<file path="src/rtl/ehv_pkg.sv">
// Types and constants shared by the ELF header validator modules.
package ehv_pkg;

   localparam int HEADER_BYTES = 64;
   localparam int POS_W        = 7;

   localparam logic [7:0]  ELFMAG0     = 8'h7F;
   localparam logic [7:0]  ELFMAG1     = 8'h45;
   localparam logic [7:0]  ELFMAG2     = 8'h4C;
   localparam logic [7:0]  ELFMAG3     = 8'h46;
   localparam logic [7:0]  ELFCLASS32  = 8'd1;
   localparam logic [7:0]  ELFCLASS64  = 8'd2;
   localparam logic [7:0]  ELFDATA2LSB = 8'd1;
   localparam logic [7:0]  ELFDATA2MSB = 8'd2;
   localparam logic [7:0]  ELF_VERSION = 8'd1;
   localparam logic [15:0] SHSTR_EXTENDED = 16'hFFFF;
   localparam logic [15:0] IDENT_LEN   = 16'd16;

   localparam logic [15:0] EHDR32_BYTES = 16'd52;
   localparam logic [15:0] EHDR64_BYTES = 16'd64;
   localparam logic [15:0] SHENT32      = 16'd40;
   localparam logic [15:0] SHENT64      = 16'd64;
   localparam logic [15:0] PHENT32      = 16'd32;
   localparam logic [15:0] PHENT64      = 16'd56;

   localparam logic [1:0] VERDICT_INVALID = 2'd0;
   localparam logic [1:0] VERDICT_32      = 2'd1;
   localparam logic [1:0] VERDICT_64      = 2'd2;
   localparam logic [1:0] VERDICT_SHORT   = 2'd3;

   typedef struct packed {
      logic capture;
      logic decode;
      logic math;
      logic judge;
   } ehv_cmd_type;

endpackage

</file>
<file path="src/rtl/ehv_ctrl.sv">
// Controller that sequences byte capture and the three verdict steps.
module ehv_ctrl (
   input  logic                clock,
   input  logic                reset,
   input  logic                start,
   input  logic                req_last,
   output logic                busy,
   output logic                rsp_strobe,
   output ehv_pkg::ehv_cmd_type cmd
);
   import ehv_pkg::*;

   localparam logic [1:0] ST_IDLE   = 2'd0;
   localparam logic [1:0] ST_DECODE = 2'd1;
   localparam logic [1:0] ST_MATH   = 2'd2;
   localparam logic [1:0] ST_JUDGE  = 2'd3;

   logic [1:0] state_ff, state_in;
   logic       strobe_ff, strobe_in;
   logic       accept;

   assign busy   = (state_ff != ST_IDLE);
   assign accept = start && !busy;

   always_comb begin
      state_in = state_ff;
      case (state_ff)
         ST_IDLE: begin
            if (accept && req_last) begin
               state_in = ST_DECODE;
            end
         end
         ST_DECODE: state_in = ST_MATH;
         ST_MATH:   state_in = ST_JUDGE;
         ST_JUDGE:  state_in = ST_IDLE;
         default:   state_in = ST_IDLE;
      endcase
   end

   assign strobe_in = (state_ff == ST_JUDGE);

   always_ff @(posedge clock) begin
      if (reset) begin
         state_ff  <= ST_IDLE;
         strobe_ff <= 1'b0;
      end else begin
         state_ff  <= state_in;
         strobe_ff <= strobe_in;
      end
   end

   assign rsp_strobe  = strobe_ff;
   assign cmd.capture = accept;
   assign cmd.decode  = (state_ff == ST_DECODE);
   assign cmd.math    = (state_ff == ST_MATH);
   assign cmd.judge   = (state_ff == ST_JUDGE);

endmodule

</file>
<file path="src/rtl/ehv_datapath.sv">
// Header byte store, field decode, extent arithmetic and verdict register.
module ehv_datapath (
   input  logic                 clock,
   input  logic                 reset,
   input  ehv_pkg::ehv_cmd_type cmd,
   input  logic [7:0]           req_header_byte,
   input  logic [63:0]          req_file_size,
   input  logic                 req_last,
   output logic [1:0]           rsp_verdict
);
   import ehv_pkg::*;

   // Byte store and position counter.
   logic [7:0]       hdr_ff [HEADER_BYTES];
   logic [POS_W-1:0] pos_ff, pos_in;
   logic [63:0]      size_ff;

   always_comb begin
      pos_in = pos_ff;
      if (cmd.capture) begin
         if (req_last) begin
            pos_in = '0;
         end else if (!pos_ff[POS_W-1]) begin
            pos_in = pos_ff + POS_W'(1);
         end
      end
   end

   always_ff @(posedge clock) begin
      if (reset) begin
         pos_ff <= '0;
      end else begin
         pos_ff <= pos_in;
      end
   end

   always_ff @(posedge clock) begin
      if (cmd.capture && !pos_ff[POS_W-1]) begin
         hdr_ff[pos_ff[POS_W-2:0]] <= req_header_byte;
      end
      if (cmd.capture && req_last) begin
         size_ff <= req_file_size;
      end
   end

   // Decode step: pick the class-dependent fields and settle the identification checks.
   logic        wide_c, ident_ok_c, early_done_c;
   logic [1:0]  cls_code_c, early_code_c;
   logic [15:0] hdr_len_c, ehsize_c, phent_c, phnum_c, shent_c, shnum_c, shstr_c;
   logic [63:0] phoff_c, shoff_c;

   assign wide_c     = (hdr_ff[4] == ELFCLASS64);
   assign cls_code_c = wide_c ? VERDICT_64 : VERDICT_32;
   assign hdr_len_c  = wide_c ? EHDR64_BYTES : EHDR32_BYTES;
   assign ident_ok_c = (hdr_ff[0] == ELFMAG0) && (hdr_ff[1] == ELFMAG1) &&
                       (hdr_ff[2] == ELFMAG2) && (hdr_ff[3] == ELFMAG3) &&
                       ((hdr_ff[4] == ELFCLASS32) || (hdr_ff[4] == ELFCLASS64)) &&
                       ((hdr_ff[5] == ELFDATA2LSB) || (hdr_ff[5] == ELFDATA2MSB)) &&
                       (hdr_ff[6] == ELF_VERSION);

   always_comb begin
      if (wide_c) begin
         phoff_c  = {hdr_ff[39], hdr_ff[38], hdr_ff[37], hdr_ff[36],
                     hdr_ff[35], hdr_ff[34], hdr_ff[33], hdr_ff[32]};
         shoff_c  = {hdr_ff[47], hdr_ff[46], hdr_ff[45], hdr_ff[44],
                     hdr_ff[43], hdr_ff[42], hdr_ff[41], hdr_ff[40]};
         ehsize_c = {hdr_ff[53], hdr_ff[52]};
         phent_c  = {hdr_ff[55], hdr_ff[54]};
         phnum_c  = {hdr_ff[57], hdr_ff[56]};
         shent_c  = {hdr_ff[59], hdr_ff[58]};
         shnum_c  = {hdr_ff[61], hdr_ff[60]};
         shstr_c  = {hdr_ff[63], hdr_ff[62]};
      end else begin
         phoff_c  = {32'd0, hdr_ff[31], hdr_ff[30], hdr_ff[29], hdr_ff[28]};
         shoff_c  = {32'd0, hdr_ff[35], hdr_ff[34], hdr_ff[33], hdr_ff[32]};
         ehsize_c = {hdr_ff[41], hdr_ff[40]};
         phent_c  = {hdr_ff[43], hdr_ff[42]};
         phnum_c  = {hdr_ff[45], hdr_ff[44]};
         shent_c  = {hdr_ff[47], hdr_ff[46]};
         shnum_c  = {hdr_ff[49], hdr_ff[48]};
         shstr_c  = {hdr_ff[51], hdr_ff[50]};
      end
   end

   always_comb begin
      early_done_c = 1'b1;
      early_code_c = cls_code_c;
      if (size_ff < {48'd0, IDENT_LEN}) begin
         early_code_c = VERDICT_SHORT;
      end else if (!ident_ok_c) begin
         early_code_c = VERDICT_INVALID;
      end else if (size_ff < {48'd0, hdr_len_c}) begin
         early_code_c = VERDICT_SHORT;
      end else if (hdr_ff[5] == ELFDATA2MSB) begin
         early_code_c = cls_code_c;
      end else begin
         early_done_c = 1'b0;
      end
   end

   logic        early_done_ff, ehsize_ok_ff, shent_ok_ff, phent_ok_ff, shstr_bad_ff;
   logic        shoff_nz_ff, sh_any_ff, ph_any_ff;
   logic [1:0]  early_code_ff, cls_code_ff;
   logic [15:0] phent_ff, phnum_ff, shent_ff, shnum_ff;
   logic [63:0] phoff_ff, shoff_ff;

   always_ff @(posedge clock) begin
      if (cmd.decode) begin
         early_done_ff <= early_done_c;
         early_code_ff <= early_code_c;
         cls_code_ff   <= cls_code_c;
         ehsize_ok_ff  <= (ehsize_c == hdr_len_c);
         shent_ok_ff   <= (shent_c == (wide_c ? SHENT64 : SHENT32));
         phent_ok_ff   <= (phent_c == (wide_c ? PHENT64 : PHENT32));
         // An index of SHSTR_EXTENDED means the real index lives elsewhere.
         shstr_bad_ff  <= (shstr_c >= shnum_c) && (shstr_c != SHSTR_EXTENDED);
         shoff_nz_ff   <= (shoff_c != 64'd0);
         sh_any_ff     <= (shnum_c != 16'd0);
         ph_any_ff     <= (phnum_c != 16'd0);
         phent_ff      <= phent_c;
         phnum_ff      <= phnum_c;
         shent_ff      <= shent_c;
         shnum_ff      <= shnum_c;
         phoff_ff      <= phoff_c;
         shoff_ff      <= shoff_c;
      end
   end

   // Math step: table extents and the room left after each table offset.
   logic [64:0] sh_gap_c, ph_gap_c;
   logic [31:0] sh_ext_ff, ph_ext_ff;
   logic [63:0] sh_rem_ff, ph_rem_ff;
   logic        sh_past_ff, ph_past_ff;

   assign sh_gap_c = {1'b0, size_ff} - {1'b0, shoff_ff};
   assign ph_gap_c = {1'b0, size_ff} - {1'b0, phoff_ff};

   always_ff @(posedge clock) begin
      if (cmd.math) begin
         sh_ext_ff  <= 32'(shnum_ff) * 32'(shent_ff);
         ph_ext_ff  <= 32'(phnum_ff) * 32'(phent_ff);
         sh_rem_ff  <= sh_gap_c[63:0];
         ph_rem_ff  <= ph_gap_c[63:0];
         sh_past_ff <= sh_gap_c[64];
         ph_past_ff <= ph_gap_c[64];
      end
   end

   // Judge step: apply the remaining checks in their order of precedence.
   logic       sh_fit_c, ph_fit_c, shoff_ge_c, phoff_ge_c;
   logic [1:0] verdict_c;
   logic [1:0] verdict_ff;

   assign sh_fit_c   = !sh_past_ff && ({32'd0, sh_ext_ff} <= sh_rem_ff);
   assign ph_fit_c   = !ph_past_ff && ({32'd0, ph_ext_ff} <= ph_rem_ff);
   assign shoff_ge_c = sh_past_ff || (sh_rem_ff == 64'd0);
   assign phoff_ge_c = ph_past_ff || (ph_rem_ff == 64'd0);

   always_comb begin
      if (early_done_ff) begin
         verdict_c = early_code_ff;
      end else if (!ehsize_ok_ff) begin
         verdict_c = VERDICT_INVALID;
      end else if (shoff_nz_ff && shoff_ge_c) begin
         verdict_c = VERDICT_SHORT;
      end else if (sh_any_ff && !shent_ok_ff) begin
         verdict_c = VERDICT_INVALID;
      end else if (sh_any_ff && shstr_bad_ff) begin
         verdict_c = VERDICT_INVALID;
      end else if (sh_any_ff && !sh_fit_c) begin
         verdict_c = VERDICT_SHORT;
      end else if (ph_any_ff && !phent_ok_ff) begin
         verdict_c = VERDICT_INVALID;
      end else if (ph_any_ff && (phoff_ge_c || !ph_fit_c)) begin
         verdict_c = VERDICT_SHORT;
      end else begin
         verdict_c = cls_code_ff;
      end
   end

   always_ff @(posedge clock) begin
      if (cmd.judge) begin
         verdict_ff <= verdict_c;
      end
   end

   assign rsp_verdict = verdict_ff;

endmodule

</file>
<file path="src/rtl/elf_header_validator_core.sv">
// Top level of the ELF header validator: controller plus datapath.
//
// Usage: send the first min(file_size, 64) bytes of a file in file order, one
// request per byte, with start high. A request is taken at a clock edge where
// start is high and busy is low. req_file_size carries the file length and
// must hold for the whole file; req_last marks the final byte sent. Bytes past
// offset 63 are accepted and dropped.
// Byte requests are taken back to back, one per cycle, while busy is low.
// After the request with req_last, busy stays high while the decode, extent
// arithmetic and judge steps run in turn; rsp_strobe then pulses for one
// cycle with rsp_verdict (0 invalid, 1 valid 32-bit, 2 valid 64-bit, 3 file
// too short), both registered from the judge step. busy is already low in
// that cycle, so the next file may start there.
// The decode step, the extent step (both 16x16 multiplies and both offset
// subtractions) and the judge step run in states of their own and set the
// gap between files.
// The receiver cannot stall: each verdict must be taken in its strobe cycle.
// Synchronous reset returns the controller to idle and the byte position to
// zero; store contents are not cleared.
module elf_header_validator_core (
   input  logic        clock,
   input  logic        reset,
   input  logic        start,
   output logic        busy,
   input  logic [7:0]  req_header_byte,
   input  logic [63:0] req_file_size,
   input  logic        req_last,
   output logic        rsp_strobe,
   output logic [1:0]  rsp_verdict
);
   import ehv_pkg::*;

   ehv_cmd_type cmd;

   ehv_ctrl u_ctrl (
      .clock      (clock),
      .reset      (reset),
      .start      (start),
      .req_last   (req_last),
      .busy       (busy),
      .rsp_strobe (rsp_strobe),
      .cmd        (cmd)
   );

   ehv_datapath u_datapath (
      .clock           (clock),
      .reset           (reset),
      .cmd             (cmd),
      .req_header_byte (req_header_byte),
      .req_file_size   (req_file_size),
      .req_last        (req_last),
      .rsp_verdict     (rsp_verdict)
   );

endmodule

</file>
<file path="config.mk">
export PLATFORM = sky130hd
export DESIGN_NAME = elf_header_validator_core
export DESIGN_NICKNAME = d
export VERILOG_FILES = /design/src/rtl/ehv_pkg.sv /design/src/rtl/ehv_ctrl.sv /design/src/rtl/ehv_datapath.sv /design/src/rtl/elf_header_validator_core.sv
export SDC_FILE = /design/constraint.sdc
export NUM_CORES = 2
export LEC_CHECK = 0
export ABC_AREA = 0
export BUFFER_PORTS_ARGS = -buffer_cell sky130_fd_sc_hd__buf_4
export CAP_MARGIN = 10
export CORE_UTILIZATION = 27
export DETAILED_ROUTE_END_ITERATION = 8
export PLACE_DENSITY = 0.51
export REMOVE_ABC_BUFFERS = 1
export SLEW_MARGIN = 20
export SYNTH_ARGS = -nofsm -noshare
export SYNTH_HDL_FRONTEND = slang
export SYNTH_HIERARCHICAL = 1
export SYNTH_SLANG_ARGS = --single-unit
</file>
<file path="constraint.sdc">
create_clock -name clock -period 9.3 [get_ports clock]
set_clock_uncertainty 0.1 [all_clocks]
set_input_delay 2.325 -clock clock [delete_from_list [all_inputs] [get_ports clock]]
set_output_delay 2.325 -clock clock [all_outputs]
set_load 0.03 [all_outputs]
</file>
After elaboration in Yosys (flattened, before gate mapping)
Memory sizes are Yosys's and may differ from the RTL's. A register that Yosys moved wholly into a read port is not among the register bits.
Cells that the tools add are included.
- RAM bits: 512
- output and inout bits: 4
- flip-flop bits (word level): 442
- logic and storage cells: 131
- memories kept: 1
- bits of input ports: 76
- $lt $le $gt $ge: 5
- $mul: 2
- multiplexer cells: 29
- add/subtract/negate cells: 3
- equality and inequality tests: 18
- reductions and logical operators: 44
- bitwise logic cells: 1
- memory list (memory ; depth ; bits a word ; read ports ; clocked after Yosys merged registers in ; wr ports ; line ; RTL):
    u_datapath.hdr_ff ; 64 ; 8 ; 43 ; 4 ; 1 ; ehv_datapath.sv:14 ; logic [7:0] hdr_ff [HEADER_BYTES];
- operators with widths (kind ; number):
    subtractor 64 x 64 -> 65 bit ; 2
    less-or-equal comparator 32 x 64 -> 1 bit ; 2
    zero test 64 bit ; 2
    two-way mux 16 bit ; 6
    < comparator 64 x 16 -> 1 bit ; 1
    < comparator 64 x 5 -> 1 bit, second input constant ; 1
    multiplier 16 x 16 -> 32 bit ; 2
    two-way mux 64 bit ; 1
    nonzero test 64 bit ; 1
    equality test 16 bit ; 3
    equality test 8 x 7 -> 1 bit, second input constant ; 4
    two-way mux 32 bit ; 1
    nonzero test 16 bit ; 2
    two-way mux 7 bit ; 4
    equality test 8 x 1 -> 1 bit, second input constant ; 3
    two-way mux 2 bit ; 12
    logical AND 1 bit ; 18
    equality test 8 x 2 -> 1 bit, second input constant ; 2
    >= comparator 16 bit ; 1
    != test 16 bit, second input constant ; 1
    zero test 1 bit ; 12
    one-hot mux 2 bit (4 select lines) ; 1
    adder 7 x 1 -> 7 bit, second input constant ; 1
    logical OR 1 bit ; 5
    other kinds (11) ; 14

Longest topological paths before layout
- depth in word-level cells: 13
- depth in mapped cells: 26
- mapped depth without buffers: 25

Modules after synthesis
The synthesis kept the hierarchy.
- by module, submodules not included (module ; area an instance (um2) ; instances ; cells an instance):
    ehv_datapath ; 54284.6 ; 1 ; 4926
    ehv_ctrl ; 226.5 ; 1 ; 22

Least setup slack after synthesis
No wires, ideal clock.
- path kind: register to register
- start: reg u_datapath.shnum_ff[5]
- end: reg u_datapath.sh_ext_ff[31] (data pin)
- period minus slack after synthesis: 6.512 ns
- setup time: 0.259 ns
- data required time: 8.941 ns
- path slack: 2.788 ns
- arrival: 6.153 ns
- buffers on the path: 1
- cell stages (with the launch flop): 24
- path through: edfxtp_1 -> clkbuf_1 -> nand2_1 -> fa_1 -> fa_1 -> inv_1 -> fa_1 -> inv_1 -> fa_1 -> fa_1 -> fa_1 -> inv_1 -> ha_1 -> a21o_1 -> a21oi_1 -> o21bai_1 -> nor4_1 -> a21oi_1 -> a211oi_1 -> a21oi_1 -> a211oi_2 -> o31ai_1 -> a21oi_1 -> xnor2_1
- word-level cells in the longest chain between the ends: 1
- RTL lines (item ; line ; RTL):
    start: declaration ; ehv_datapath.sv:104 ; logic [15:0] phent_ff, phnum_ff, shent_ff, shnum_ff;
    start signal: assignment ; ehv_datapath.sv:123 ; shnum_ff <= shnum_c;
    multiplier 16 x 16 -> 32 bit ; ehv_datapath.sv:140 ; sh_ext_ff <= 32'(shnum_ff) * 32'(shent_ff);
    end signal: assignment ; ehv_datapath.sv:140 ;
    end: declaration ; ehv_datapath.sv:131 ; logic [31:0] sh_ext_ff, ph_ext_ff;
No other way between the ends.
A chain may end at the register's enable or synchronous reset.

Worst setup path after layout
- start: reg u_datapath.shnum_ff[6]
- end: reg u_datapath.sh_ext_ff[31] (data pin)
The elaborated chain is that of the path after synthesis.

==> impl_metrics.yaml <==
cts:
  cts-root-buf: "clkbuf_16"
  cts_tree: "yes"
  htreeDepth: 3
  ctsHoldBuffers: 0
  insertion_delay_ps: 680
  clk_path_buf_depth: 3
  clock-sinks: 818
  post-cts-setup-buffer-count: 0
  cts_inserted_buffers: 88
  cts.clk_slew.worst_paths_ps: 60
  postCtsResizedCells: 0
critical_path:
  path_class: "reg -> reg"
  startpoint_type: "flip-flop"
  cp.arrival_ps: 7490
  required_ps: 9620
  path_max_fanout: 16
  rrSetupSlack_ps: 2130
  end_kind: "flip-flop"
timing:
  hold_viol_final: 0
  max_slew_margin: 0.254
  setup_viol: 0
  period_minus_slack_ps: 7170
  drv_slew: 0
  worstMarginPinSlew_ps: 1110
  rsz0062_at_grt: "false"
  period_share: 0.771
  max_freq_ghz: 0.139
status:
  violations: "DRC"
  outcome: "finished with violations"
floorplan:
  core_mm2: 0.200
  rows: 164
  ios: 80
  die_height_um: 451
  die_area_mm2: 0.204
  start_util: 0.272
  die-width_um: 451
synth:
  yosysTopAreaCell: "edfxtp_1"
  syn_avg_cell_area_um2: 11.0
  synth_most_common_cell: "edfxtp_1"
  netlist_top_cells_count: "edfxtp_1, nand2_1, inv_1"
  syn_area_mm2: 0.0545
  synth.area.top_cells: "edfxtp_1, fa_1, ha_1"
  synthArstFlopShare: 0
  synth-edff-count: 808
  synthCells: 4948
  synth_top_area_frac: 0.445
  synth_top_flop_cell: "edfxtp_1"
  synth_cell_types: 87
  synth-seq-cells: 818
  yosys_warnings: 6
  synth_seq_area_share: 0.449
global_route:
  grt_pass1_vias: 36100
  grt_pass1_wl_mm: 230
  antenna_found_initial: 7
  grt-ovfl-total: 0
  track_usage: 0.149
  grt_start_max_net_pins: 153
detailed_routing:
  drt_iter0_markers: 2889
  num_vias: 35900
  drtPass1Iterations: 8
  ant_nets: 0
  drc_errors: 12
  viasPerCell: 4.65
  totalWireLength_mm: 154
  wl_per_cell_um: 20.0
placement:
  io_buffers: 79
  dp_cells: 7547
  routabilityCongestion: 0.889
  dp_hpwl_mm: 115
cells_and_area:
  layout.nets: 5872
  final-instance-count-excl-fill: 7710
  area_delta_synth_final_pct: 11.7
  post_route_cells_drive_above_1_share: 0.0507
hold_path:
  hold_path.class: "reg -> reg"
run:
  drv.max_cap_violation_count: 0
## flip-flops by register name (all words and copies together), names as in the netlist, 2 cells and up
register	count
u_datapath/cls_code_ff	2
u_datapath/hdr_ff	344
u_datapath/rsp_verdict	2
u_datapath/shoff_ff	64
u_datapath/phent_ff	16
u_datapath/shnum_ff	16
u_datapath/early_code_ff	2
u_datapath/phnum_ff	16
u_datapath/size_ff	64
u_datapath/ph_ext_ff	32
u_datapath/sh_ext_ff	32
u_datapath/sh_rem_ff	64
u_ctrl/state_ff	2
u_datapath/shent_ff	16
u_datapath/pos_ff	7
u_datapath/ph_rem_ff	64
u_datapath/phoff_ff	64
## path summary, 6_finish.rpt
kind | startpoint | end | cells past startpoint
hold / removal | u_datapath/hdr_ff[36][2] | u_datapath/phoff_ff[34] | 1
setup / recovery | u_datapath/shnum_ff[6] | u_datapath/sh_ext_ff[31] | 23
hold reg to reg | u_datapath/hdr_ff[36][2] | u_datapath/phoff_ff[34] | 1
setup reg to reg | u_datapath/shnum_ff[6] | u_datapath/sh_ext_ff[31] | 23
## cell families (layout without fill, tap and decap cells)
group                    Yosys count  in the layout  share of synthesized area
AND/OR/NAND/NOR                 1632           1632                      0.145
flip-flops                       818            818                      0.449
adder cells (fa/ha/maj)          815            815                      0.241
buffers and inverters            875            980                     0.0609
XOR/XNOR                         171            171                     0.0275
multiplexers                      21             21                    0.00386
AO/OA/AOI/OAI                    616            616                     0.0735
other                              0              1                          0
## critical path, cell delays in order (launching register included)
cell and delay [ps]:
edfxtp_1 680, and2_1 280, fa_1 530, inv_1 50, fa_1 500, fa_1 520, inv_1 50, fa_1 470
fa_1 560, inv_1 60, fa_1 520, inv_1 40, ha_1 320, inv_1 60, nor3_1 370, o21ai_0 150
o21bai_1 230, a21oi_1 290, a211oi_1 170, a21oi_1 320, a211oi_2 160, o31ai_1 250, a21oi_1 110, xnor2_1 130
## area by class of cell
cell class / count / area, um2
fill: 20500 / 139000
multi-input combinational: 3255 / 26800
sequential: 818 / 24500
tap: 2656 / 3320
inverter: 728 / 2740
clock buffer: 110 / 2390
timing repair buffer: 90 / 701
clock inverter: 52 / 494
antenna: 1 / 2.50
## routing by layer
layer | track usage | vias up | routed length [um]
met1 | 0.211 | 18100 | 72400
li1 | - | 16700 | -
met3 | 0.0228 | 153 | 8200
met5 | 0 | - | 9
met2 | 0.242 | 874 | 70700
met4 | 0.0280 | 2 | 2670
## cell usage in the layout, fill, tap and decap left out, drive strengths merged, types with 6 or more instances in the layout
cell type / n
nor4b: 9
a21oi: 189
clkbuf: 110
or2: 7
fa: 390
nor2b: 35
o31ai: 11
clkinv: 40
a31oi: 21
ha: 425
nor3: 40
xnor2: 113
nor4: 84
nand2: 780
a21o: 110
inv: 732
nand2b: 24
a221oi: 6
nand4: 67
o21bai: 30
xor2: 58
nor3b: 7
nand3: 32
nor2: 170
nand3b: 6
bufinv: 8
buf: 90
o21ai: 121
and4: 8
a211oi: 17
mux2i: 21
and2: 315
dfxtp: 10
and3: 20
o21a: 36
o211ai: 12
edfxtp: 808
or3: 9
## metrics by stage
stage               hold WS, ps  setup TNS [ps]  cell area, um2  utilization  worst slack [ps]
floorplan                   384           -2620           53900            -             -1190
global placement            397               0           58000        0.290              2200
detailed placement          399               0           58000        0.290              2070
CTS                         411               0           60900        0.304              2060
global route                429               0           60900        0.304              1610
finish                      412               0           60900        0.304              2130
Power is left out: the tool's default activity adds up to more than one toggle a clock period on the data nets, which glitch-free logic cannot reach.
